`config.mk`:
```
export PLATFORM = sky130hd
export DESIGN_NAME = bandwidth_estimate_fusion_core
export DESIGN_NICKNAME = d
export VERILOG_FILES = /design/src/sv/bef_pkg.sv /design/src/sv/bef_cfg_regs.sv /design/src/sv/bef_source_bank.sv /design/src/sv/bef_fusion.sv /design/src/sv/bandwidth_estimate_fusion_core.sv
export SDC_FILE = /design/constraint.sdc
export NUM_CORES = 2
export LEC_CHECK = 0
export ABC_CLOCK_PERIOD_IN_PS = 13300
export BUFFER_PORTS_ARGS = -buffer_cell sky130_fd_sc_hd__buf_4
export CAP_MARGIN = 40
export CORE_MARGIN = 2
export CORE_UTILIZATION = 29
export CTS_CLUSTER_DIAMETER = 60
export CTS_CLUSTER_SIZE = 40
export DETAILED_ROUTE_END_ITERATION = 8
export MAX_ROUTING_LAYER = met4
export PLACE_DENSITY_LB_ADDON = 0.08
export SLEW_MARGIN = 5
export SYNTH_ARGS = -nofsm -noshare
export SYNTH_HDL_FRONTEND = slang
export SYNTH_HIERARCHICAL = 1
export SYNTH_SLANG_ARGS = --single-unit
```
`constraint.sdc`:
```
create_clock -name clk -period 13.3 [get_ports clk]
set_input_delay 3.325 -clock clk [delete_from_list [all_inputs] [get_ports clk]]
set_output_delay 3.325 -clock clk [all_outputs]
set_load 0.01 [all_outputs]
```
`src/sv/bef_pkg.sv`:
```
// ----------------------------------------------------------------------------
// bef_pkg
// shared widths, codes, types and helpers for the bandwidth estimate fusion
// ----------------------------------------------------------------------------
package bef_pkg;

    localparam int RATE_WIDTH = 32;
    localparam int TIME_WIDTH = 48;
    localparam int CONF_WIDTH = 16;
    localparam int CFG_WIDTH  = 32;
    localparam int VAL_WIDTH  = (RATE_WIDTH > CFG_WIDTH) ? RATE_WIDTH : CFG_WIDTH;

    localparam int SRC_COUNT = 3;
    localparam int MODE_WIDTH = 2;
    localparam int CFG_INDEX_WIDTH = 3;

    localparam logic [MODE_WIDTH-1:0] MODE_ECN   = 2'd0;
    localparam logic [MODE_WIDTH-1:0] MODE_PROBE = 2'd1;
    localparam logic [MODE_WIDTH-1:0] MODE_ACKED = 2'd2;
    localparam logic [MODE_WIDTH-1:0] MODE_QUERY = 2'd3;

    localparam int SRC_ECN   = 0;
    localparam int SRC_PROBE = 1;
    localparam int SRC_ACKED = 2;

    localparam logic [CFG_INDEX_WIDTH-1:0] REG_PROBE_CONF_THR = 3'd0;
    localparam logic [CFG_INDEX_WIDTH-1:0] REG_ECN_CONF_THR   = 3'd1;
    localparam logic [CFG_INDEX_WIDTH-1:0] REG_ACKED_CONF_THR = 3'd2;
    localparam logic [CFG_INDEX_WIDTH-1:0] REG_RECENT_WINDOW  = 3'd3;
    localparam logic [CFG_INDEX_WIDTH-1:0] REG_RATE_FLOOR     = 3'd4;
    localparam logic [CFG_INDEX_WIDTH-1:0] REG_DEFAULT_RATE   = 3'd5;

    localparam logic [CONF_WIDTH-1:0] RST_PROBE_CONF_THR = 16'd32768;
    localparam logic [CONF_WIDTH-1:0] RST_ECN_CONF_THR   = 16'd32768;
    localparam logic [CONF_WIDTH-1:0] RST_ACKED_CONF_THR = 16'd19661;
    localparam logic [CFG_WIDTH-1:0]  RST_RECENT_WINDOW  = 32'd10000000;
    localparam logic [CFG_WIDTH-1:0]  RST_RATE_FLOOR     = 32'd20000;
    localparam logic [CFG_WIDTH-1:0]  RST_DEFAULT_RATE   = 32'd300000;

    typedef struct packed {
        logic [CONF_WIDTH-1:0] probe_conf_thr;
        logic [CONF_WIDTH-1:0] ecn_conf_thr;
        logic [CONF_WIDTH-1:0] acked_conf_thr;
        logic [CFG_WIDTH-1:0]  recent_window;
        logic [CFG_WIDTH-1:0]  rate_floor;
        logic [CFG_WIDTH-1:0]  default_rate;
    } cfg_t;

    typedef struct packed {
        logic [VAL_WIDTH-1:0]  rate;
        logic [CONF_WIDTH-1:0] conf;
        logic [TIME_WIDTH-1:0] stamp;
        logic                  seen;
    } src_t;

    typedef src_t [SRC_COUNT-1:0] src_bank_t;

    function automatic logic [VAL_WIDTH-1:0] raise_to(
        input logic [VAL_WIDTH-1:0] a,
        input logic [VAL_WIDTH-1:0] b
    );
        return (a < b) ? b : a;
    endfunction

endpackage

```
`src/sv/bef_cfg_regs.sv`:
```
// ----------------------------------------------------------------------------
// bef_cfg_regs
// configuration register file written through the cfg transaction port
// ----------------------------------------------------------------------------
module bef_cfg_regs (
    input  logic                                clk,
    input  logic                                rst_n,
    input  logic                                cfg_valid,
    output logic                                cfg_ready,
    input  logic [bef_pkg::CFG_INDEX_WIDTH-1:0] cfg_index,
    input  logic [bef_pkg::CFG_WIDTH-1:0]       cfg_data,
    output bef_pkg::cfg_t                       cfg
);
    import bef_pkg::*;

    cfg_t cfg_reg;
    cfg_t cfg_next;

    assign cfg_ready = 1'b1;
    assign cfg       = cfg_reg;

    always_comb
    begin
        cfg_next = cfg_reg;
        if (cfg_valid && cfg_ready)
        begin
            unique case (cfg_index)
                REG_PROBE_CONF_THR: cfg_next.probe_conf_thr = cfg_data[CONF_WIDTH-1:0];
                REG_ECN_CONF_THR:   cfg_next.ecn_conf_thr   = cfg_data[CONF_WIDTH-1:0];
                REG_ACKED_CONF_THR: cfg_next.acked_conf_thr = cfg_data[CONF_WIDTH-1:0];
                REG_RECENT_WINDOW:  cfg_next.recent_window  = cfg_data;
                REG_RATE_FLOOR:     cfg_next.rate_floor     = cfg_data;
                REG_DEFAULT_RATE:   cfg_next.default_rate   = cfg_data;
                default:            cfg_next = cfg_reg;
            endcase
        end
    end

    always_ff @(posedge clk or negedge rst_n)
    begin
        if (!rst_n)
        begin
            cfg_reg.probe_conf_thr <= RST_PROBE_CONF_THR;
            cfg_reg.ecn_conf_thr   <= RST_ECN_CONF_THR;
            cfg_reg.acked_conf_thr <= RST_ACKED_CONF_THR;
            cfg_reg.recent_window  <= RST_RECENT_WINDOW;
            cfg_reg.rate_floor     <= RST_RATE_FLOOR;
            cfg_reg.default_rate   <= RST_DEFAULT_RATE;
        end
        else
        begin
            cfg_reg <= cfg_next;
        end
    end

endmodule

```
`src/sv/bef_source_bank.sv`:
```
// ----------------------------------------------------------------------------
// bef_source_bank
// ecn, probe and acked estimate registers with write-through view
// ----------------------------------------------------------------------------
module bef_source_bank (
    input  logic                            clk,
    input  logic                            rst_n,
    input  logic                            wr_en,
    input  logic [bef_pkg::MODE_WIDTH-1:0]  mode,
    input  logic [bef_pkg::RATE_WIDTH-1:0]  rate,
    input  logic [bef_pkg::CONF_WIDTH-1:0]  conf,
    input  logic [bef_pkg::TIME_WIDTH-1:0]  stamp,
    input  bef_pkg::cfg_t                   cfg,
    output bef_pkg::src_bank_t              view
);
    import bef_pkg::*;

    src_bank_t bank_reg;
    src_bank_t bank_next;
    logic [VAL_WIDTH-1:0] wr_rate;

    always_comb
    begin
        wr_rate = VAL_WIDTH'(rate);
        if (mode == MODE_ECN)
        begin
            wr_rate = raise_to(VAL_WIDTH'(rate), VAL_WIDTH'(cfg.rate_floor));
        end
        bank_next = bank_reg;
        for (int s = 0; s < SRC_COUNT; s++)
        begin
            if ((mode != MODE_QUERY) && (mode == MODE_WIDTH'(s)))
            begin
                bank_next[s].rate  = wr_rate;
                bank_next[s].conf  = conf;
                bank_next[s].stamp = stamp;
                bank_next[s].seen  = 1'b1;
            end
        end
    end

    // fusion sees the state after this item's write
    assign view = bank_next;

    always_ff @(posedge clk or negedge rst_n)
    begin
        if (!rst_n)
        begin
            bank_reg <= '0;
        end
        else if (wr_en)
        begin
            bank_reg <= bank_next;
        end
    end

endmodule

```
`src/sv/bef_fusion.sv`:
```
// ----------------------------------------------------------------------------
// bef_fusion
// recency checks, discovery-mode source selection and the guarded ecn rate
// ----------------------------------------------------------------------------
module bef_fusion (
    input  bef_pkg::src_bank_t              bank,
    input  bef_pkg::cfg_t                   cfg,
    input  logic [bef_pkg::TIME_WIDTH-1:0]  now,
    output logic [bef_pkg::VAL_WIDTH-1:0]   discovery_rate,
    output logic [bef_pkg::VAL_WIDTH-1:0]   guarded_ecn_rate
);
    import bef_pkg::*;

    logic [TIME_WIDTH-1:0] age [SRC_COUNT];
    logic [SRC_COUNT-1:0]  recent;
    logic                  ecn_ok;
    logic                  probe_ok;
    logic                  acked_ok;
    logic [VAL_WIDTH-1:0]  best_rate;
    logic [CONF_WIDTH-1:0] best_conf;
    logic [VAL_WIDTH-1:0]  picked;
    logic [VAL_WIDTH-1:0]  floored;

    always_comb
    begin
        for (int s = 0; s < SRC_COUNT; s++)
        begin
            age[s]    = now - bank[s].stamp;
            recent[s] = bank[s].seen &&
                        (age[s][TIME_WIDTH-1] || (age[s] < TIME_WIDTH'(cfg.recent_window)));
        end
    end

    assign ecn_ok   = (bank[SRC_ECN].conf > cfg.ecn_conf_thr) && recent[SRC_ECN];
    assign probe_ok = (bank[SRC_PROBE].conf > cfg.probe_conf_thr) && recent[SRC_PROBE];
    assign acked_ok = (bank[SRC_ACKED].conf > cfg.acked_conf_thr) && recent[SRC_ACKED];

    // most confident recent source, ties keep the earlier one
    always_comb
    begin
        best_rate = VAL_WIDTH'(cfg.default_rate);
        best_conf = '0;
        for (int s = 0; s < SRC_COUNT; s++)
        begin
            if ((bank[s].conf > best_conf) && recent[s])
            begin
                best_rate = bank[s].rate;
                best_conf = bank[s].conf;
            end
        end
    end

    always_comb
    begin
        priority if (ecn_ok)
        begin
            picked = bank[SRC_ECN].rate;
        end
        else if (probe_ok)
        begin
            picked = bank[SRC_PROBE].rate;
        end
        else
        begin
            picked = best_rate;
        end
        floored = acked_ok ? raise_to(picked, bank[SRC_ACKED].rate) : picked;
    end

    assign discovery_rate   = raise_to(floored, VAL_WIDTH'(cfg.rate_floor));
    assign guarded_ecn_rate = raise_to(bank[SRC_ECN].rate, VAL_WIDTH'(cfg.rate_floor));

endmodule

```
`src/sv/bandwidth_estimate_fusion_core.sv`:
```
// ----------------------------------------------------------------------------
// bandwidth_estimate_fusion_core
// fuses ecn, probe and acked rate estimates into a discovery rate
// path: input transaction held in the input reg, then fused into the result reg
// throughput: 1 transaction per cycle while the output is not stalled, fusion logic is combinational
// reset: estimates cleared and marked unseen, config back to defaults
// ----------------------------------------------------------------------------
module bandwidth_estimate_fusion_core (
    input  logic                                clk,
    input  logic                                rst_n,
    input  logic                                in_valid,
    output logic                                in_stall,
    input  logic [bef_pkg::MODE_WIDTH-1:0]      mode,
    input  logic [bef_pkg::RATE_WIDTH-1:0]      rate_bps,
    input  logic [bef_pkg::CONF_WIDTH-1:0]      confidence,
    input  logic [bef_pkg::TIME_WIDTH-1:0]      time_us,
    output logic                                out_valid,
    input  logic                                out_stall,
    output logic [bef_pkg::RATE_WIDTH-1:0]      discovery_rate_bps,
    output logic [bef_pkg::RATE_WIDTH-1:0]      guarded_ecn_rate_bps,
    input  logic                                cfg_valid,
    output logic                                cfg_ready,
    input  logic [bef_pkg::CFG_INDEX_WIDTH-1:0] cfg_index,
    input  logic [bef_pkg::CFG_WIDTH-1:0]       cfg_data
);
    import bef_pkg::*;

    cfg_t      cfg;
    src_bank_t view;

    logic                  s1_valid_reg;
    logic                  s1_valid_next;
    logic [MODE_WIDTH-1:0] s1_mode_reg;
    logic [RATE_WIDTH-1:0] s1_rate_reg;
    logic [CONF_WIDTH-1:0] s1_conf_reg;
    logic [TIME_WIDTH-1:0] s1_time_reg;

    logic                  out_valid_reg;
    logic                  out_valid_next;
    logic [RATE_WIDTH-1:0] discovery_reg;
    logic [RATE_WIDTH-1:0] guarded_reg;

    logic [VAL_WIDTH-1:0]  discovery_val;
    logic [VAL_WIDTH-1:0]  guarded_val;

    logic out_ready;
    logic advance;
    logic in_accept;

    bef_cfg_regs u_cfg (
        .clk       (clk),
        .rst_n     (rst_n),
        .cfg_valid (cfg_valid),
        .cfg_ready (cfg_ready),
        .cfg_index (cfg_index),
        .cfg_data  (cfg_data),
        .cfg       (cfg)
    );

    bef_source_bank u_bank (
        .clk   (clk),
        .rst_n (rst_n),
        .wr_en (advance),
        .mode  (s1_mode_reg),
        .rate  (s1_rate_reg),
        .conf  (s1_conf_reg),
        .stamp (s1_time_reg),
        .cfg   (cfg),
        .view  (view)
    );

    bef_fusion u_fusion (
        .bank             (view),
        .cfg              (cfg),
        .now              (s1_time_reg),
        .discovery_rate   (discovery_val),
        .guarded_ecn_rate (guarded_val)
    );

    assign out_ready = !out_valid_reg || !out_stall;
    assign advance   = s1_valid_reg && out_ready;
    assign in_stall  = s1_valid_reg && !out_ready;
    assign in_accept = in_valid && !in_stall;

    assign s1_valid_next  = in_accept || (s1_valid_reg && !advance);
    assign out_valid_next = advance || (out_valid_reg && out_stall);

    assign out_valid            = out_valid_reg;
    assign discovery_rate_bps   = discovery_reg;
    assign guarded_ecn_rate_bps = guarded_reg;

    always_ff @(posedge clk or negedge rst_n)
    begin
        if (!rst_n)
        begin
            s1_valid_reg  <= 1'b0;
            out_valid_reg <= 1'b0;
        end
        else
        begin
            s1_valid_reg  <= s1_valid_next;
            out_valid_reg <= out_valid_next;
        end
    end

    always_ff @(posedge clk)
    begin
        if (in_accept)
        begin
            s1_mode_reg <= mode;
            s1_rate_reg <= rate_bps;
            s1_conf_reg <= confidence;
            s1_time_reg <= time_us;
        end
        if (advance)
        begin
            discovery_reg <= discovery_val[RATE_WIDTH-1:0];
            guarded_reg   <= guarded_val[RATE_WIDTH-1:0];
        end
    end

    a_stall_only_when_held: assert property (@(posedge clk) disable iff (!rst_n)
        in_stall |-> s1_valid_reg)
        else $error("input stalled with empty input register");

    a_advance_fills_output: assert property (@(posedge clk) disable iff (!rst_n)
        advance |=> out_valid_reg)
        else $error("transaction advanced but no result presented");

    a_held_item_kept: assert property (@(posedge clk) disable iff (!rst_n)
        (s1_valid_reg && !advance) |=> (s1_valid_reg && $stable(s1_time_reg)))
        else $error("held input transaction lost or changed");

    a_no_advance_when_full: assert property (@(posedge clk) disable iff (!rst_n)
        (out_valid_reg && out_stall) |-> !advance)
        else $error("result overwritten while stalled");

endmodule

```
==> run summary <==
STA
--------------------------------------------------------------------------------------
Number of setup violations in the final report                                      32
RSZ-0062 raised after global routing                                               yes
Slew @ Worst Pin                                                              0.918 ns
Number of failing hold endpoints at the final stage                                  0
Setup ws final                                                                -1.39 ns
Ratio of final minimum period to clock period                                     110%
Worst Clk Skew                                                               0.0389 ns
Headroom to the max-slew limit                                                   38.2%
Post-layout min period                                                        14.69 ns
Number of slew-limit violations in the final report                                  0
Highest achievable clock rate                                               0.0681 GHz

ROUTING
--------------------------------------------------------------------------------------
Count of antenna-violating nets left after detailed routing                          0
Routed WL per cell                                                             23.6 µm
Count of vias placed by the detailed router                                      41400
Total DRC errors in the routed layout                                                0
First-pass iteration count of the detailed router                                    5
Detail-routed via count per cell                                                  5.17
1st-iter DRT viols                                                                2906
WL final                                                                     189000 µm

FLOORPLAN
--------------------------------------------------------------------------------------
Initial cell density of the core                                                 29.2%
Die Width                                                                       396 µm
Die extent in y                                                                 396 µm
Number of I/O pins                                                                 205
Core ar.                                                                    152000 µm²
Cell Rows                                                                          143
Die footprint                                                               157000 µm²

HOLD PATH
--------------------------------------------------------------------------------------
Hold Crit Class                                                           flop to flop

CRITICAL PATH
--------------------------------------------------------------------------------------
Element type at the critical path start                                           flop
Required @ worst endpoint                                                     13.86 ns
Maximum net fanout on the critical path                                              8
Type of the setup path with the least slack                               flop to flop
Worst path slowest cell                                                   sky130_fd_sc_hd__edfxtp_1
Type of element capturing the critical path                                       flop
Cell type with the highest occurrence count on the critical path          sky130_fd_sc_hd__buf_4
Arrival time worst endpoint                                                   15.24 ns
Delay contributed by the slowest stage of the critical path                    0.43 ns

CTS
--------------------------------------------------------------------------------------
Clock tree from TritonCTS                                                        built
Clock slew at the register clock pins of the worst setup and hold paths        0.07 ns
Clock Sink Count                                                                   599
CTS buffer count                                                                    84
Clock insertion delay at the later pin of the skew report                      0.71 ns
Cell at the root of the clock tree                                        sky130_fd_sc_hd__clkbuf_16
Total of hold buffers inserted after clock tree synthesis                            0
Max H-tree Level                                                                     3
CTS Buffer Depth                                                                     3

SYNTHESIS
--------------------------------------------------------------------------------------
Number of distinct standard cells referenced by the synthesized netlist            101
Post-Synth XOR/XNOR Area                                                         1.97%
Sequential element share of the synthesized area                                 35.6%
Top area cells in the synthesized netlist                                 sky130_fd_sc_hd__dfrtp_1 (23%), sky130_fd_sc_hd__ha_1 (12%), sky130_fd_sc_hd__edfxtp_1 (11%), sky130_fd_sc_hd__mux2_2 (10%), sky130_fd_sc_hd__nand2_1 (7.1%)
Register bit count reported by yosys                                               599
Average cell area after synthesis                                             8.92 µm²
EDFF count, synth                                                                  162
Net count after synthesis                                                         5573
Largest area contributor in the netlist                                   sky130_fd_sc_hd__dfrtp_1
Multiplexer area fraction after synthesis                                        11.0%
Synth Instances                                                                   4994
Ys Warns                                                                             6
Top flip-flop cell by instance count after synthesis                      sky130_fd_sc_hd__dfrtp_1
Post-synthesis compound-gate area fraction                                       17.6%
Cell area after synthesis                                                    44500 µm²
Main combinational cell family by area after synthesis                    compound AO/OA/AOI/OAI gates
Share of async-settable or async-resettable flops after synthesis                73.0%
Simple-gate share of the synthesized area                                        15.9%
Adder-Cell Fraction of Synth Area                                                12.4%
Fraction of post-synthesis cell area in the top cell type by area                22.8%

PLACEMENT
--------------------------------------------------------------------------------------
PortBufs                                                                           203
Placer's final routability congestion estimate                                   0.954
Detailed placement HPWL                                                      148000 µm
DP Worst Slack                                                                -1.74 ns
Total cell area at the placement stage                                       54100 µm²

CELLS AND AREA
--------------------------------------------------------------------------------------
Final-stage net count                                                             6473
Share of post-route cells with drive strength above 1                            31.9%
Area added between synthesis and finish                                          33.0%
# fillers                                                                        15600
Post-route cell area                                                         59200 µm²
Max reg flops                                                                      291

RUN STATUS
--------------------------------------------------------------------------------------
Run status                                                                finished, violations left
Violations in the final reports                                           negative setup slack

GLOBAL ROUTING
--------------------------------------------------------------------------------------
Aggregate global-route resource usage                                            24.4%
Initial antenna violation count                                                      9
GRT overflow                                                                         0
Via count of the first global-routing pass                                       41000
Global-route wire length before repair                                       278000 µm
Largest net degree at the start of global routing                                  141

PWR
--------------------------------------------------------------------------------------
VDD IR max                                                                    0.246 mV
Reported leakage power                                                       0.0267 µW
Pwr per Cell Area                                                           230 nW/µm²

JOB
--------------------------------------------------------------------------------------
Max-cap violations                                                                   0

==> metal layers <==
layer	global-route usage [%]	vias to the layer above	wire length, µm	part of all wire (%)
li1	-	19900	-	-
met1	34.0	20400	91400	48
met2	37.8	915	84400	45
met3	2.68	202	7920	4.2
met4	5.65	0	4850	2.6
met5	-	-	0	0
==> worst paths after layout <==
| check | depth (start not counted) | endpoint | slack [ns] | from |
|---|---|---|---|---|
| min reg2reg | 1 | u_bank/bank_reg[194] | 0.47 | u_bank/bank_reg[194] |
| min | 1 | u_bank/bank_reg[194] | 0.47 | u_bank/bank_reg[194] |
| max in group asynchronous | 4 | u_cfg/cfg[53] | 8.72 | rst_n |
| max | 85 | discovery_rate_bps[14] | -1.39 | s1_mode_reg[1] |
| min in group asynchronous | 1 | u_bank/bank_reg[102] | 2.58 | rst_n |
| max reg2reg | 85 | discovery_rate_bps[14] | -1.39 | s1_mode_reg[1] |
==> repair_timing <==
action | CTS | global route
endpoints found under the hold margin | 0 | 0
endpoints found under the setup margin | 32 | 32
pin swaps | 43 | 104
gates cloned | 9 | 2
setup buffers | 25 | 20
gates resized for setup | 77 | 191
==> power by group <==
group	switching [µW]	leakage, µW	internal, µW
combinational	4470	0.0186	4080
sequential	285	0.00677	2430
clock	1090	0.00141	1260
==> cell type report <==
type | count | area [µm²] | share of cell area, %
inverters | 380 | 1430 | 2.42
clock buffers | 90 | 2170 | 3.66
flip-flops and latches | 599 | 15800 | 26.7
clock inverters | 68 | 768 | 1.30
well taps | 2030 | 2540 | 4.29
repair buffers | 1040 | 8420 | 14.2
diodes | 4 | 10.0 | 0.0169
multi-input cells | 3789 | 28000 | 47.4
==> Yosys cell counts, drive strengths merged (8+ instances only) <==
library cell,number
nand2,842
ha,438
mux2,418
dfrtp,406
inv,380
o21ai,345
a21oi,321
nor2,245
clkbuf,172
edfxtp,162
a31oi,146
nand4,109
nor3,93
nand3,79
a21o,77
xnor2,59
buf,54
nand2b,46
o2111ai,44
xor2,41
o211a,38
a211oi,36
nor2b,35
o211ai,32
o21a,32
dfstp,31
nor4,28
mux2i,21
o21bai,18
and2,17
or3,16
o31ai,14
a2111oi,13
a21boi,12
or2,12
and3,11
o22ai,10
a211o,9
and4,9
nor3b,8
==> cell usage in the layout, fill, tap and decap left out, drive strengths merged, types with 12 or more instances in the layout <==
master      n
buf      1034
nand2     842
ha        438
mux2      418
inv       413
dfrtp     406
o21ai     345
a21oi     321
nor2      245
edfxtp    162
a31oi     146
nand4     109
clkbuf     93
nor3       93
nand3      79
a21o       77
xnor2      59
nand2b     46
o2111ai    44
xor2       41
o211a      38
a211oi     36
nor2b      35
o21a       32
o211ai     32
dfstp      31
clkinv     29
nor4       28
mux2i      21
o21bai     18
and2       17
or3        16
o31ai      14
a2111oi    13
or2        12
a21boi     12
==> kinds of logic after synthesis <==
family / count (synthesis)
AO/OA/AOI/OAI: 1226
XOR/XNOR: 100
adder cells (fa/ha/maj): 441
buffers and inverters: 606
flip-flops: 599
multiplexers: 439
other: 1
AND/OR/NAND/NOR: 1582
==> worst max-delay path: cells and delay by family (launching register included) <==
family | cells | cell delay, ns
adder cells (fa/ha/maj) | 6 | 1.43
AO/OA/AOI/OAI | 34 | 5.74
multiplexers | 1 | 0.32
buffers and inverters | 18 | 2.43
XOR/XNOR | 1 | 0.17
AND/OR/NAND/NOR | 25 | 3.96
flip-flops | 1 | 0.43
==> stage by stage <==
step / TNS [ns] / total power [µW] / std cells / hold WS, ns / util (%)
after global placement: -45.28 / 9880 / 7777 / 0.441 / 35.4
after floorplan: -12.81 / 6730 / 4994 / 0.425 / -
after detailed placement: -54.58 / 9900 / 7786 / 0.445 / 35.5
after global routing: -66.70 / 14600 / 7998 / 0.493 / 38.9
final: -43.10 / 13600 / 8000 / 0.471 / 38.9
after CTS: -40.06 / 12900 / 7977 / 0.464 / 38.0
(Power assumes the default switching activity.)
